`config.mk`:
```
export PLATFORM = sky130hd
export DESIGN_NAME = dhcp_reply_option_parser
export DESIGN_NICKNAME = d
export VERILOG_FILES = /design/src/rtl/dhcprop_pkg.sv /design/src/rtl/dhcprop_front.sv /design/src/rtl/dhcprop_queue.sv /design/src/rtl/dhcprop_back.sv /design/src/rtl/dhcp_reply_option_parser.sv
export SDC_FILE = /design/constraint.sdc
export NUM_CORES = 1
export LEC_CHECK = 0
export BUFFER_PORTS_ARGS = -buffer_cell sky130_fd_sc_hd__buf_4
export CORE_MARGIN = 1
export CORE_UTILIZATION = 52
export DETAILED_ROUTE_END_ITERATION = 6
export PLACE_DENSITY = 0.81
export SYNTH_ARGS = -nofsm -noshare
export SYNTH_HDL_FRONTEND = slang
export SYNTH_SLANG_ARGS = --single-unit
```
`constraint.sdc`:
```
create_clock -name aclk -period 8.24 [get_ports aclk]
set_clock_uncertainty 0.15 [all_clocks]
set_input_delay 1.648 -clock aclk [delete_from_list [all_inputs] [get_ports aclk]]
set_output_delay 1.648 -clock aclk [all_outputs]
set_load 0.02 [all_outputs]
```
`src/rtl/dhcprop_pkg.sv`:
```
// ----------------------------------------------------------------------------
// dhcprop_pkg: shared types and constants of the DHCP reply option parser
// Holds the byte classification that passes from the front end to the parser
// back end, the queue geometry, the result record and the protocol codes.
// ----------------------------------------------------------------------------
package dhcprop_pkg;

    // Queue between the front end and the back end.
    localparam int QUEUE_DEPTH = 4;
    localparam int QPTR_W      = $clog2(QUEUE_DEPTH);
    localparam int QCNT_W      = $clog2(QUEUE_DEPTH + 1);

    // Message layout.
    localparam int MIN_MSG_BYTES  = 244;
    localparam int YIADDR_FIRST   = 16;
    localparam int YIADDR_LAST    = 19;
    localparam int COOKIE_FIRST   = 236;
    localparam int COOKIE_LAST    = 239;
    localparam int OPTIONS_FIRST  = 240;

    // Option codes.
    localparam logic [7:0] OPT_PAD    = 8'd0;
    localparam logic [7:0] OPT_MASK   = 8'd1;
    localparam logic [7:0] OPT_ROUTER = 8'd3;
    localparam logic [7:0] OPT_DNS    = 8'd6;
    localparam logic [7:0] OPT_LEASE  = 8'd51;
    localparam logic [7:0] OPT_TYPE   = 8'd53;
    localparam logic [7:0] OPT_END    = 8'd255;

    // Message types accepted as a reply.
    localparam logic [7:0] TYPE_OFFER = 8'd2;
    localparam logic [7:0] TYPE_ACK   = 8'd5;

    // Result status codes.
    localparam logic [2:0] STATUS_OK        = 3'd0;
    localparam logic [2:0] STATUS_SHORT     = 3'd1;
    localparam logic [2:0] STATUS_BAD_COOKIE = 3'd2;
    localparam logic [2:0] STATUS_BAD_TYPE  = 3'd3;
    localparam logic [2:0] STATUS_TOO_LONG  = 3'd4;

    // Slots of the four word-valued options.
    localparam logic [1:0] SLOT_MASK   = 2'd0;
    localparam logic [1:0] SLOT_ROUTER = 2'd1;
    localparam logic [1:0] SLOT_DNS    = 2'd2;
    localparam logic [1:0] SLOT_LEASE  = 2'd3;

    // Classification of one byte, worked out by the front end.
    typedef struct packed {
        logic last;        // final byte of the message
        logic too_long;    // message ran past the size limit (valid with last)
        logic short_msg;   // message shorter than the minimum (valid with last)
        logic yiaddr;      // byte of the offered address field
        logic cookie_bad;  // cookie byte that does not match
        logic walk;        // byte lies in the options area
    } byte_kind_t;

    typedef struct packed {
        byte_kind_t kind;
        logic [7:0] data;
    } queue_entry_t;

    // One result record.
    typedef struct packed {
        logic [2:0]  status;
        logic [31:0] offered_ip;
        logic [7:0]  msg_type;
        logic [31:0] subnet_mask;
        logic [31:0] router;
        logic [31:0] dns_server;
        logic [31:0] lease_time;
        logic [3:0]  found;    // mask, router, DNS, lease from the lowest bit up
    } result_t;

    // Expected magic cookie byte for cookie offset 0 to 3.
    function automatic logic [7:0] cookie_byte(input logic [1:0] idx);
        logic [7:0] val;
        case (idx)
            2'd0:    val = 8'h63;
            2'd1:    val = 8'h82;
            2'd2:    val = 8'h53;
            default: val = 8'h63;
        endcase
        return val;
    endfunction

endpackage

```
`src/rtl/dhcprop_front.sv`:
```
// ----------------------------------------------------------------------------
// dhcprop_front: byte counter and classifier
// Counts the bytes of each message, marks the offered address and cookie
// bytes, the options area and bytes beyond the size limit, and pushes each
// classified word into the queue.
// ----------------------------------------------------------------------------
module dhcprop_front #(
    parameter int MAX_MSG_BYTES = 2048
) (
    input  logic                     aclk,
    input  logic                     aresetn,
    input  logic                     in_valid,
    input  logic [7:0]               in_data,
    input  logic                     in_last,
    input  logic                     queue_ready,
    output logic                     push,
    output dhcprop_pkg::queue_entry_t push_entry
);

    localparam int PW = $clog2(MAX_MSG_BYTES + 1);
    localparam logic [PW-1:0] POS_LIMIT      = PW'(MAX_MSG_BYTES);
    localparam logic [PW-1:0] POS_SHORT_LAST = PW'(dhcprop_pkg::MIN_MSG_BYTES - 1);
    localparam logic [PW-1:0] POS_YI_FIRST   = PW'(dhcprop_pkg::YIADDR_FIRST);
    localparam logic [PW-1:0] POS_YI_LAST    = PW'(dhcprop_pkg::YIADDR_LAST);
    localparam logic [PW-1:0] POS_CK_FIRST   = PW'(dhcprop_pkg::COOKIE_FIRST);
    localparam logic [PW-1:0] POS_CK_LAST    = PW'(dhcprop_pkg::COOKIE_LAST);
    localparam logic [PW-1:0] POS_OPT_FIRST  = PW'(dhcprop_pkg::OPTIONS_FIRST);

    logic [PW-1:0] pos_reg, pos_next;
    logic          too_long_reg, too_long_next;
    logic          ignored;
    logic          is_cookie;

    // Classify the byte from its position in the message.
    always_comb begin
        ignored   = (pos_reg >= POS_LIMIT);
        is_cookie = !ignored && (pos_reg >= POS_CK_FIRST) && (pos_reg <= POS_CK_LAST);

        push                       = in_valid && queue_ready;
        push_entry.data            = in_data;
        push_entry.kind.last       = in_last;
        push_entry.kind.too_long   = too_long_reg || ignored;
        push_entry.kind.short_msg  = (pos_reg < POS_SHORT_LAST);
        push_entry.kind.yiaddr     = !ignored && (pos_reg >= POS_YI_FIRST)
                                     && (pos_reg <= POS_YI_LAST);
        push_entry.kind.cookie_bad = is_cookie
                                     && (in_data != dhcprop_pkg::cookie_byte(pos_reg[1:0]));
        push_entry.kind.walk       = !ignored && (pos_reg >= POS_OPT_FIRST);

        pos_next      = pos_reg;
        too_long_next = too_long_reg;
        if (push) begin
            if (in_last) begin
                pos_next      = '0;
                too_long_next = 1'b0;
            end else if (ignored) begin
                too_long_next = 1'b1;
            end else begin
                pos_next = pos_reg + 1'b1;
            end
        end
    end

    // Position counter and oversize flag.
    always_ff @(posedge aclk) begin
        if (!aresetn) begin
            pos_reg      <= '0;
            too_long_reg <= 1'b0;
        end else begin
            pos_reg      <= pos_next;
            too_long_reg <= too_long_next;
        end
    end

endmodule

```
`src/rtl/dhcprop_queue.sv`:
```
// ----------------------------------------------------------------------------
// dhcprop_queue: short queue of classified words
// A small register queue that lets the front end keep accepting words while
// the back end waits for its result to be taken.
// ----------------------------------------------------------------------------
module dhcprop_queue (
    input  logic                      aclk,
    input  logic                      aresetn,
    input  logic                      push,
    input  dhcprop_pkg::queue_entry_t push_entry,
    output logic                      push_ready,
    input  logic                      pop,
    output logic                      head_valid,
    output dhcprop_pkg::queue_entry_t head_entry
);

    dhcprop_pkg::queue_entry_t          mem_reg [dhcprop_pkg::QUEUE_DEPTH];
    logic [dhcprop_pkg::QPTR_W-1:0]     wr_ptr_reg, wr_ptr_next;
    logic [dhcprop_pkg::QPTR_W-1:0]     rd_ptr_reg, rd_ptr_next;
    logic [dhcprop_pkg::QCNT_W-1:0]     count_reg, count_next;

    // Occupancy and pointers.
    always_comb begin
        push_ready = (count_reg != dhcprop_pkg::QCNT_W'(dhcprop_pkg::QUEUE_DEPTH));
        head_valid = (count_reg != '0);
        head_entry = mem_reg[rd_ptr_reg];

        wr_ptr_next = push ? wr_ptr_reg + 1'b1 : wr_ptr_reg;
        rd_ptr_next = pop ? rd_ptr_reg + 1'b1 : rd_ptr_reg;
        count_next  = count_reg;
        if (push && !pop) begin
            count_next = count_reg + 1'b1;
        end else if (pop && !push) begin
            count_next = count_reg - 1'b1;
        end
    end

    always_ff @(posedge aclk) begin
        if (!aresetn) begin
            wr_ptr_reg <= '0;
            rd_ptr_reg <= '0;
            count_reg  <= '0;
        end else begin
            wr_ptr_reg <= wr_ptr_next;
            rd_ptr_reg <= rd_ptr_next;
            count_reg  <= count_next;
        end
    end

    // Storage needs no reset.
    always_ff @(posedge aclk) begin
        if (push) begin
            mem_reg[wr_ptr_reg] <= push_entry;
        end
    end

endmodule

```
`src/rtl/dhcprop_back.sv`:
```
// ----------------------------------------------------------------------------
// dhcprop_back: option walker and result register
// Takes classified words from the queue, captures the offered address,
// tracks the cookie, walks the options and, on the final word, forms the
// result into an output register.
// ----------------------------------------------------------------------------
module dhcprop_back (
    input  logic                      aclk,
    input  logic                      aresetn,
    input  logic                      head_valid,
    input  dhcprop_pkg::queue_entry_t head_entry,
    output logic                      pop,
    output logic                      out_valid,
    input  logic                      out_ready,
    output dhcprop_pkg::result_t      out_result
);

    typedef enum logic [1:0] {
        PH_CODE,
        PH_LEN,
        PH_VAL
    } phase_t;

    phase_t      phase_reg, phase_next;
    logic [7:0]  code_reg, code_next;
    logic [7:0]  remaining_reg, remaining_next;
    logic [7:0]  length_reg, length_next;
    logic [31:0] shift_reg, shift_next;
    logic        cookie_ok_reg, cookie_ok_next;
    logic [31:0] yiaddr_reg, yiaddr_next;
    logic [7:0]  type_reg, type_next;
    logic [31:0] values_reg [4];
    logic [31:0] values_next [4];
    logic [3:0]  found_reg, found_next;
    logic        ended_reg, ended_next;
    logic        out_valid_reg, out_valid_next;
    dhcprop_pkg::result_t out_reg, out_next;

    logic        finish;
    logic        slot_hit;
    logic [1:0]  slot;
    logic [7:0]  first_val;
    logic [7:0]  b;
    logic        show_opts;
    logic [2:0]  status;

    assign out_valid  = out_valid_reg;
    assign out_result = out_reg;

    // Walk one word and form the result on the final one.
    always_comb begin
        phase_next     = phase_reg;
        code_next      = code_reg;
        remaining_next = remaining_reg;
        length_next    = length_reg;
        shift_next     = shift_reg;
        cookie_ok_next = cookie_ok_reg;
        yiaddr_next    = yiaddr_reg;
        type_next      = type_reg;
        values_next    = values_reg;
        found_next     = found_reg;
        ended_next     = ended_reg;
        out_next       = out_reg;
        finish         = 1'b0;
        slot_hit       = 1'b0;
        slot           = dhcprop_pkg::SLOT_MASK;
        first_val      = 8'd0;
        status         = dhcprop_pkg::STATUS_OK;
        show_opts      = 1'b0;
        b              = head_entry.data;

        // A final word waits until the output register can take its result.
        pop = head_valid && (!head_entry.kind.last || !out_valid_reg || out_ready);
        out_valid_next = out_valid_reg && !out_ready;

        if (pop) begin
            if (head_entry.kind.yiaddr) begin
                yiaddr_next = {yiaddr_reg[23:0], b};
            end
            if (head_entry.kind.cookie_bad) begin
                cookie_ok_next = 1'b0;
            end

            // Option walk.
            if (head_entry.kind.walk && !ended_reg) begin
                unique case (phase_reg)
                    PH_CODE: begin
                        if (b == dhcprop_pkg::OPT_END) begin
                            ended_next = 1'b1;
                        end else if (b != dhcprop_pkg::OPT_PAD) begin
                            code_next  = b;
                            phase_next = PH_LEN;
                        end
                    end
                    PH_LEN: begin
                        // A zero-length option completes here and applies nothing.
                        length_next    = b;
                        remaining_next = b;
                        shift_next     = '0;
                        phase_next     = (b == 8'd0) ? PH_CODE : PH_VAL;
                    end
                    PH_VAL: begin
                        if ((length_reg - remaining_reg) < 8'd4) begin
                            shift_next = {shift_reg[23:0], b};
                        end
                        remaining_next = remaining_reg - 1'b1;
                        if (remaining_next == 8'd0) begin
                            finish     = 1'b1;
                            phase_next = PH_CODE;
                        end
                    end
                    default: begin
                        phase_next = PH_CODE;
                    end
                endcase
            end

            // Apply a completed option.
            if (finish) begin
                case (length_reg)
                    8'd1:    first_val = shift_next[7:0];
                    8'd2:    first_val = shift_next[15:8];
                    8'd3:    first_val = shift_next[23:16];
                    default: first_val = shift_next[31:24];
                endcase
                unique case (code_reg)
                    dhcprop_pkg::OPT_MASK: begin
                        slot     = dhcprop_pkg::SLOT_MASK;
                        slot_hit = 1'b1;
                    end
                    dhcprop_pkg::OPT_ROUTER: begin
                        slot     = dhcprop_pkg::SLOT_ROUTER;
                        slot_hit = 1'b1;
                    end
                    dhcprop_pkg::OPT_DNS: begin
                        slot     = dhcprop_pkg::SLOT_DNS;
                        slot_hit = 1'b1;
                    end
                    dhcprop_pkg::OPT_LEASE: begin
                        slot     = dhcprop_pkg::SLOT_LEASE;
                        slot_hit = 1'b1;
                    end
                    default: begin
                        slot_hit = 1'b0;
                    end
                endcase
                if (code_reg == dhcprop_pkg::OPT_TYPE) begin
                    type_next = first_val;
                end else if (slot_hit && (length_reg >= 8'd4)) begin
                    values_next[slot] = shift_next;
                    found_next[slot]  = 1'b1;
                end
            end

            // Result on the final word, then back to the reset state.
            if (head_entry.kind.last) begin
                if (head_entry.kind.too_long) begin
                    status = dhcprop_pkg::STATUS_TOO_LONG;
                end else if (head_entry.kind.short_msg) begin
                    status = dhcprop_pkg::STATUS_SHORT;
                end else if (!cookie_ok_next) begin
                    status = dhcprop_pkg::STATUS_BAD_COOKIE;
                end else if ((type_next != dhcprop_pkg::TYPE_OFFER)
                             && (type_next != dhcprop_pkg::TYPE_ACK)) begin
                    status = dhcprop_pkg::STATUS_BAD_TYPE;
                end else begin
                    status = dhcprop_pkg::STATUS_OK;
                end
                show_opts = (status == dhcprop_pkg::STATUS_OK)
                            || (status == dhcprop_pkg::STATUS_BAD_TYPE);

                out_next.status      = status;
                out_next.offered_ip  = (status == dhcprop_pkg::STATUS_OK) ? yiaddr_next : '0;
                out_next.msg_type    = show_opts ? type_next : '0;
                out_next.subnet_mask = show_opts ? values_next[dhcprop_pkg::SLOT_MASK] : '0;
                out_next.router      = show_opts ? values_next[dhcprop_pkg::SLOT_ROUTER] : '0;
                out_next.dns_server  = show_opts ? values_next[dhcprop_pkg::SLOT_DNS] : '0;
                out_next.lease_time  = show_opts ? values_next[dhcprop_pkg::SLOT_LEASE] : '0;
                out_next.found       = show_opts ? found_next : '0;
                out_valid_next       = 1'b1;

                phase_next     = PH_CODE;
                code_next      = '0;
                remaining_next = '0;
                length_next    = '0;
                shift_next     = '0;
                cookie_ok_next = 1'b1;
                yiaddr_next    = '0;
                type_next      = '0;
                values_next    = '{default: '0};
                found_next     = '0;
                ended_next     = 1'b0;
            end
        end
    end

    // Parser state and result register.
    always_ff @(posedge aclk) begin
        if (!aresetn) begin
            phase_reg     <= PH_CODE;
            code_reg      <= '0;
            remaining_reg <= '0;
            length_reg    <= '0;
            shift_reg     <= '0;
            cookie_ok_reg <= 1'b1;
            yiaddr_reg    <= '0;
            type_reg      <= '0;
            values_reg    <= '{default: '0};
            found_reg     <= '0;
            ended_reg     <= 1'b0;
            out_valid_reg <= 1'b0;
        end else begin
            phase_reg     <= phase_next;
            code_reg      <= code_next;
            remaining_reg <= remaining_next;
            length_reg    <= length_next;
            shift_reg     <= shift_next;
            cookie_ok_reg <= cookie_ok_next;
            yiaddr_reg    <= yiaddr_next;
            type_reg      <= type_next;
            values_reg    <= values_next;
            found_reg     <= found_next;
            ended_reg     <= ended_next;
            out_valid_reg <= out_valid_next;
        end
        out_reg <= out_next;
    end

endmodule

```
`src/rtl/dhcp_reply_option_parser.sv`:
```
// ----------------------------------------------------------------------------
// dhcp_reply_option_parser: DHCP reply option parser
// Takes a DHCP reply a byte a word, checks its size and magic cookie, walks
// its options and gives one result word per message.
//
//   Channel | Direction | Word
//   s_axis  | in        | one message byte, tlast on the final byte
//   m_axis  | out       | status, offered address, type, four option values;
//           |           | tuser carries the four found flags
//
// One byte is taken every cycle while the queue has room. A byte passes
// the classifier into a four-word queue and is parsed from its head; the
// result word is registered as the final byte is parsed. Reset (aresetn
// low) clears the position count, the queue and all parser state. Only a
// final byte waits on m_axis_tready; the queue keeps taking bytes meanwhile
// until its four words are full, and only then does s_axis_tready drop.
// ----------------------------------------------------------------------------
module dhcp_reply_option_parser #(
    parameter int MAX_MSG_BYTES = 2048
) (
    input  logic         aclk,
    input  logic         aresetn,
    input  logic         s_axis_tvalid,
    output logic         s_axis_tready,
    input  logic [7:0]   s_axis_tdata,   // rx_byte
    input  logic         s_axis_tlast,   // last_byte
    output logic         m_axis_tvalid,
    input  logic         m_axis_tready,
    // status [2:0], offered_ip [34:3], msg_type [42:35], subnet_mask [74:43],
    // router [106:75], dns_server [138:107], lease_time [170:139], zeros above
    output logic [175:0] m_axis_tdata,
    // mask_found [0], router_found [1], dns_found [2], lease_found [3]
    output logic [3:0]   m_axis_tuser
);

    logic                      push;
    logic                      queue_ready;
    dhcprop_pkg::queue_entry_t push_entry;
    logic                      pop;
    logic                      head_valid;
    dhcprop_pkg::queue_entry_t head_entry;
    dhcprop_pkg::result_t      result;

    assign s_axis_tready = queue_ready;

    dhcprop_front #(
        .MAX_MSG_BYTES (MAX_MSG_BYTES)
    ) u_front (
        .aclk        (aclk),
        .aresetn     (aresetn),
        .in_valid    (s_axis_tvalid),
        .in_data     (s_axis_tdata),
        .in_last     (s_axis_tlast),
        .queue_ready (queue_ready),
        .push        (push),
        .push_entry  (push_entry)
    );

    dhcprop_queue u_queue (
        .aclk       (aclk),
        .aresetn    (aresetn),
        .push       (push),
        .push_entry (push_entry),
        .push_ready (queue_ready),
        .pop        (pop),
        .head_valid (head_valid),
        .head_entry (head_entry)
    );

    dhcprop_back u_back (
        .aclk       (aclk),
        .aresetn    (aresetn),
        .head_valid (head_valid),
        .head_entry (head_entry),
        .pop        (pop),
        .out_valid  (m_axis_tvalid),
        .out_ready  (m_axis_tready),
        .out_result (result)
    );

    // Pack the result word.
    assign m_axis_tdata = {5'b0, result.lease_time, result.dns_server, result.router,
                           result.subnet_mask, result.msg_type, result.offered_ip,
                           result.status};
    assign m_axis_tuser = result.found;

endmodule

```
==> results.py <==
metrics = {
    "outcome": {
        "run_status": "complete, no violations",
    },
    "finish": {
        "final_core_utilization_pct": 61.0,
        "largest_register_ff_count": 175,
        "post_route_cells_drive_above_1_share_pct": 15.6,
        "synthToLayoutAreaGrowth_pct": 15.6,
        "n_antenna_cell": 0,
        "layout.nets": 2226,
        "fillers": 3286,
    },
    "route": {
        "detail_route.drc_violations": 0,
        "viasPerCell": 5.93,
        "route.antenna.remaining_nets": 0,
        "firstDrtPassIters": 6,
        "wirelength_um": 56100,
        "routed-via-count": 16400,
        "drtIter0Drc": 1498,
        "average_wire_per_standard_cell_um": 20.3,
    },
    "setup_path": {
        "timing.critical_path.mode_cell": "o2111ai_4",
        "critical_path.cell_chain": "mux4_2, nand3_1, a311oi_2, o2111ai_4, nor3_4, buf_4, mux2_2, a311oi_1, nor4b_4, o2111ai_4, nor2_1",
        "critical-path-max-stage-delay_ns": 0.94,
        "rrSetupSlack_ns": 3.26,
        "critPathRequiredTime_ns": 8.39,
        "worst_setup_path_end_kind": "register",
        "critical_path.startpoint_type": "register",
        "timing.rr.end": "u_back.out_result[163]$_SDFFCE_PP0P_",
        "critical_path.top_delay_family": "compound AO/OA/AOI/OAI gates",
        "rr_worst_depth": 11,
        "critical_path.slowest_cell": "dfxtp_1",
        "critical_path_class": "register to register",
        "worstPathBufferInverterCount": 1,
        "worstPathArrival_ns": 5.12,
        "worstPathMaxFanout": 34,
    },
    "synthesis": {
        "dominant_combinational_cell_family_by_area_after_synthesis": "simple AND/OR/NAND/NOR gates",
        "synthSimpleGateAreaFrac_pct": 18.1,
        "synth_area_per_cell_um2": 10.4,
        "synth.cell_area_um2": 21500,
        "synthesis.yosys.warnings": 0,
        "synthAdderAreaFrac_pct": 1.26,
        "post_synth_inst_count": 2073,
        "synth_xor_area_share_pct": 1.13,
        "ys_seq_area_share_pct": 55.9,
        "asyncSetResetFlopFracSynth_pct": 0,
        "synthDistinctLibCells": 74,
        "postSynth.topFlopCell": "dfxtp_1",
        "muxShareOfSynthArea_pct": 6.01,
        "synth_compound_gate_area_share_pct": 14.0,
        "number_of_enable_flip_flop_cells_after_synthesis": 231,
        "synth.ff_latch_count": 486,
    },
    "cts": {
        "worst_skew_pair.late_latency_ns": 0.63,
        "clkSinkCount": 486,
        "postCtsResizedCells": 0,
        "largest_buffer_count_on_any_clock_path": 3,
        "cts.htree.levels": 2,
        "cts_setup_buffers": 0,
        "cts_made_buffers": 49,
        "ctsHoldBuffers": 0,
        "cts_root_buffer": "clkbuf_16",
        "clk_transition_reported_paths_ns": 0.06,
        "clock_tree_from_tritoncts": "built",
    },
    "power": {
        "p_leak_nw": 8.02,
        "pwr-share-clk_pct": 26.7,
        "power.combinational.fraction_pct": 33.8,
        "power.density_cell_area_nw_per_um2": 338,
        "switching_share_pct": 36.8,
        "p_total_mw": 8.42,
        "netSwitchingPower_mw": 3.10,
        "power.share.sequential_pct": 39.5,
        "cellInternalPower_mw": 5.32,
        "max-vdd-ir-drop_v": 0.000287,
    },
    "floorplanning": {
        "start_util_pct": 52.7,
        "die_w_um": 205,
        "floorplan.io_pins": 195,
        "dieArea_um2": 42200,
        "area_of_the_placeable_core_um2": 40800,
        "dieHeight_um": 205,
        "placementRows": 74,
    },
    "timing": {
        "final_count_of_negative_setup_slack_endpoints": 0,
        "rsz0062_at_grt": "false",
        "final.period_utilization_pct": 60.4,
        "final_critical_delay_including_setup_and_external_delays_ns": 4.98,
        "holdWs_ns": 0.301,
        "timing.setup.tns_ns": 0,
        "worstMarginPinSlew_ns": 1.26,
        "max_slew_margin_pct": 16.1,
        "achievable-frequency_ghz": 0.201,
        "hold_viol": 0,
        "maxSlewViolCount": 0,
    },
    "flow_run": {
        "max_capacitance_violation_count": 0,
    },
    "placed_design": {
        "io_buffer_count": 189,
        "gp_routability_congestion": 0.937,
        "hpwlAfterDp_um": 35300,
    },
    "global_route": {
        "global_route.usage.total_pct": 26.5,
        "grt_start_max_net_pins": 126,
        "grt_pass1_vias": 15700,
        "grt_antenna_before_repair": 0,
        "grt_pass1_wl_um": 86800,
        "globalRouteOverflowTotal": 0,
    },
    "worst_hold_path": {
        "hold_start": "u_back.cookie_ok_reg$_SDFFE_PN1P_",
        "hold_path_depth": 1,
        "hold_end": "u_back.cookie_ok_reg$_SDFFE_PN1P_",
        "holdCritPathClass": "register to register",
    },
}
cell families after synthesis:
kind of cell             count (synthesis)
adder cells (fa/ha/maj)                 21
multiplexers                           111
AO/OA/AOI/OAI                          454
AND/OR/NAND/NOR                        789
other                                    1
flip-flops                             486
buffers and inverters                  184
XOR/XNOR                                27
synthesized netlist by cell type (all sizes together), types with 13 or more instances:
master / n / area (um^2)
nand2: 315 / 1180
dfxtp: 255 / 5100
edfxtp: 231 / 6940
nor2b: 227 / 1420
a22oi: 196 / 1470
a21oi: 157 / 786
clkbuf: 132 / 495
nor2: 132 / 523
mux2i: 90 / 901
inv: 36 / 135
o21ai: 33 / 165
ha: 20 / 250
and2: 18 / 113
buf: 16 / 125
mux4: 14 / 315
xor2: 14 / 123
nor4: 13 / 87.6
xnor2: 13 / 121
worst register-to-register path: cells and delay by family (launching register included):
kind / cells / cell delay [ns]
AO/OA/AOI/OAI: 4 / 1.53
flip-flops: 1 / 0.94
multiplexers: 2 / 0.85
AND/OR/NAND/NOR: 4 / 0.73
buffers and inverters: 1 / 0.50
layout by cell type (no fill, tap or decap), types with 49 or more instances in the layout:
| cell type | netlist | routed |
|---|---|---|
| a22oi_1 | 196 | 196 |
| dfxtp_1 | 255 | 255 |
| nor2b_1 | 227 | 227 |
| edfxtp_1 | 231 | 231 |
| buf_4 | 9 | 210 |
| clkbuf_16 | 0 | 49 |
| nand2_1 | 315 | 314 |
| nor2_1 | 121 | 116 |
| mux2i_1 | 90 | 90 |
| a21oi_1 | 157 | 157 |
area by class of cell:
cell class              count  area [um^2]  share of cell area, %
flip-flops and latches    486        12000                   48.4
multi-input cells        1407         8820                   35.4
repair buffers            212         1600                   6.44
clock buffers              68         1310                   5.25
well taps                 532          666                   2.67
clock inverters            24          312                   1.25
inverters                  36          140                  0.563
layer usage:
| layer | track usage (%) | part of all wire [%] |
|---|---|---|
| met1 | 36.4 | 42 |
| met2 | 41.8 | 46 |
| met3 | 4.31 | 7.8 |
| met4 | 10.5 | 3.6 |
| met5 | 0 | 0 |
worst max-delay path by stage:
stage,from,endpoint,slack (ns),depth (start not counted)
6_report,register,u_back.out_result[163]$_SDFFCE_PP0P_,3.26,11
5_1_grt,register,u_back.out_result[158]$_SDFFCE_PP0P_,2.83,11
4_1_cts,register,u_back.out_result[163]$_SDFFCE_PP0P_,3.18,11
3_5_place_dp,register,u_back.out_result[163]$_SDFFCE_PP0P_,3.19,11
3_3_place_gp,register,u_back.out_result[151]$_SDFFCE_PP0P_,3.40,11
2_1_floorplan,m_axis_tready,u_back.out_result[0]$_SDFFCE_PN0P_,1.68,5
power by group through the flow:
stage / registers (mW) / logic (mW) / clock network (mW)
floorplan: 3.81 / 1.37 / 0
global placement: 3.36 / 2.79 / 0
detailed placement: 3.37 / 2.82 / 0
CTS: 3.33 / 2.84 / 2.28
global route: 3.37 / 3.04 / 2.36
finish: 3.33 / 2.84 / 2.25
metrics by stage:
step	instance area, um^2	std cells	setup WS [ns]
after floorplan	21500	2077	1.68
after CTS	24900	2764	3.18
after detailed placement	23300	2672	3.19
final	24900	2765	3.26
after global placement	23300	2672	3.40
after global routing	24900	2765	2.83
Note: power is estimated with default switching activity, not from simulation.
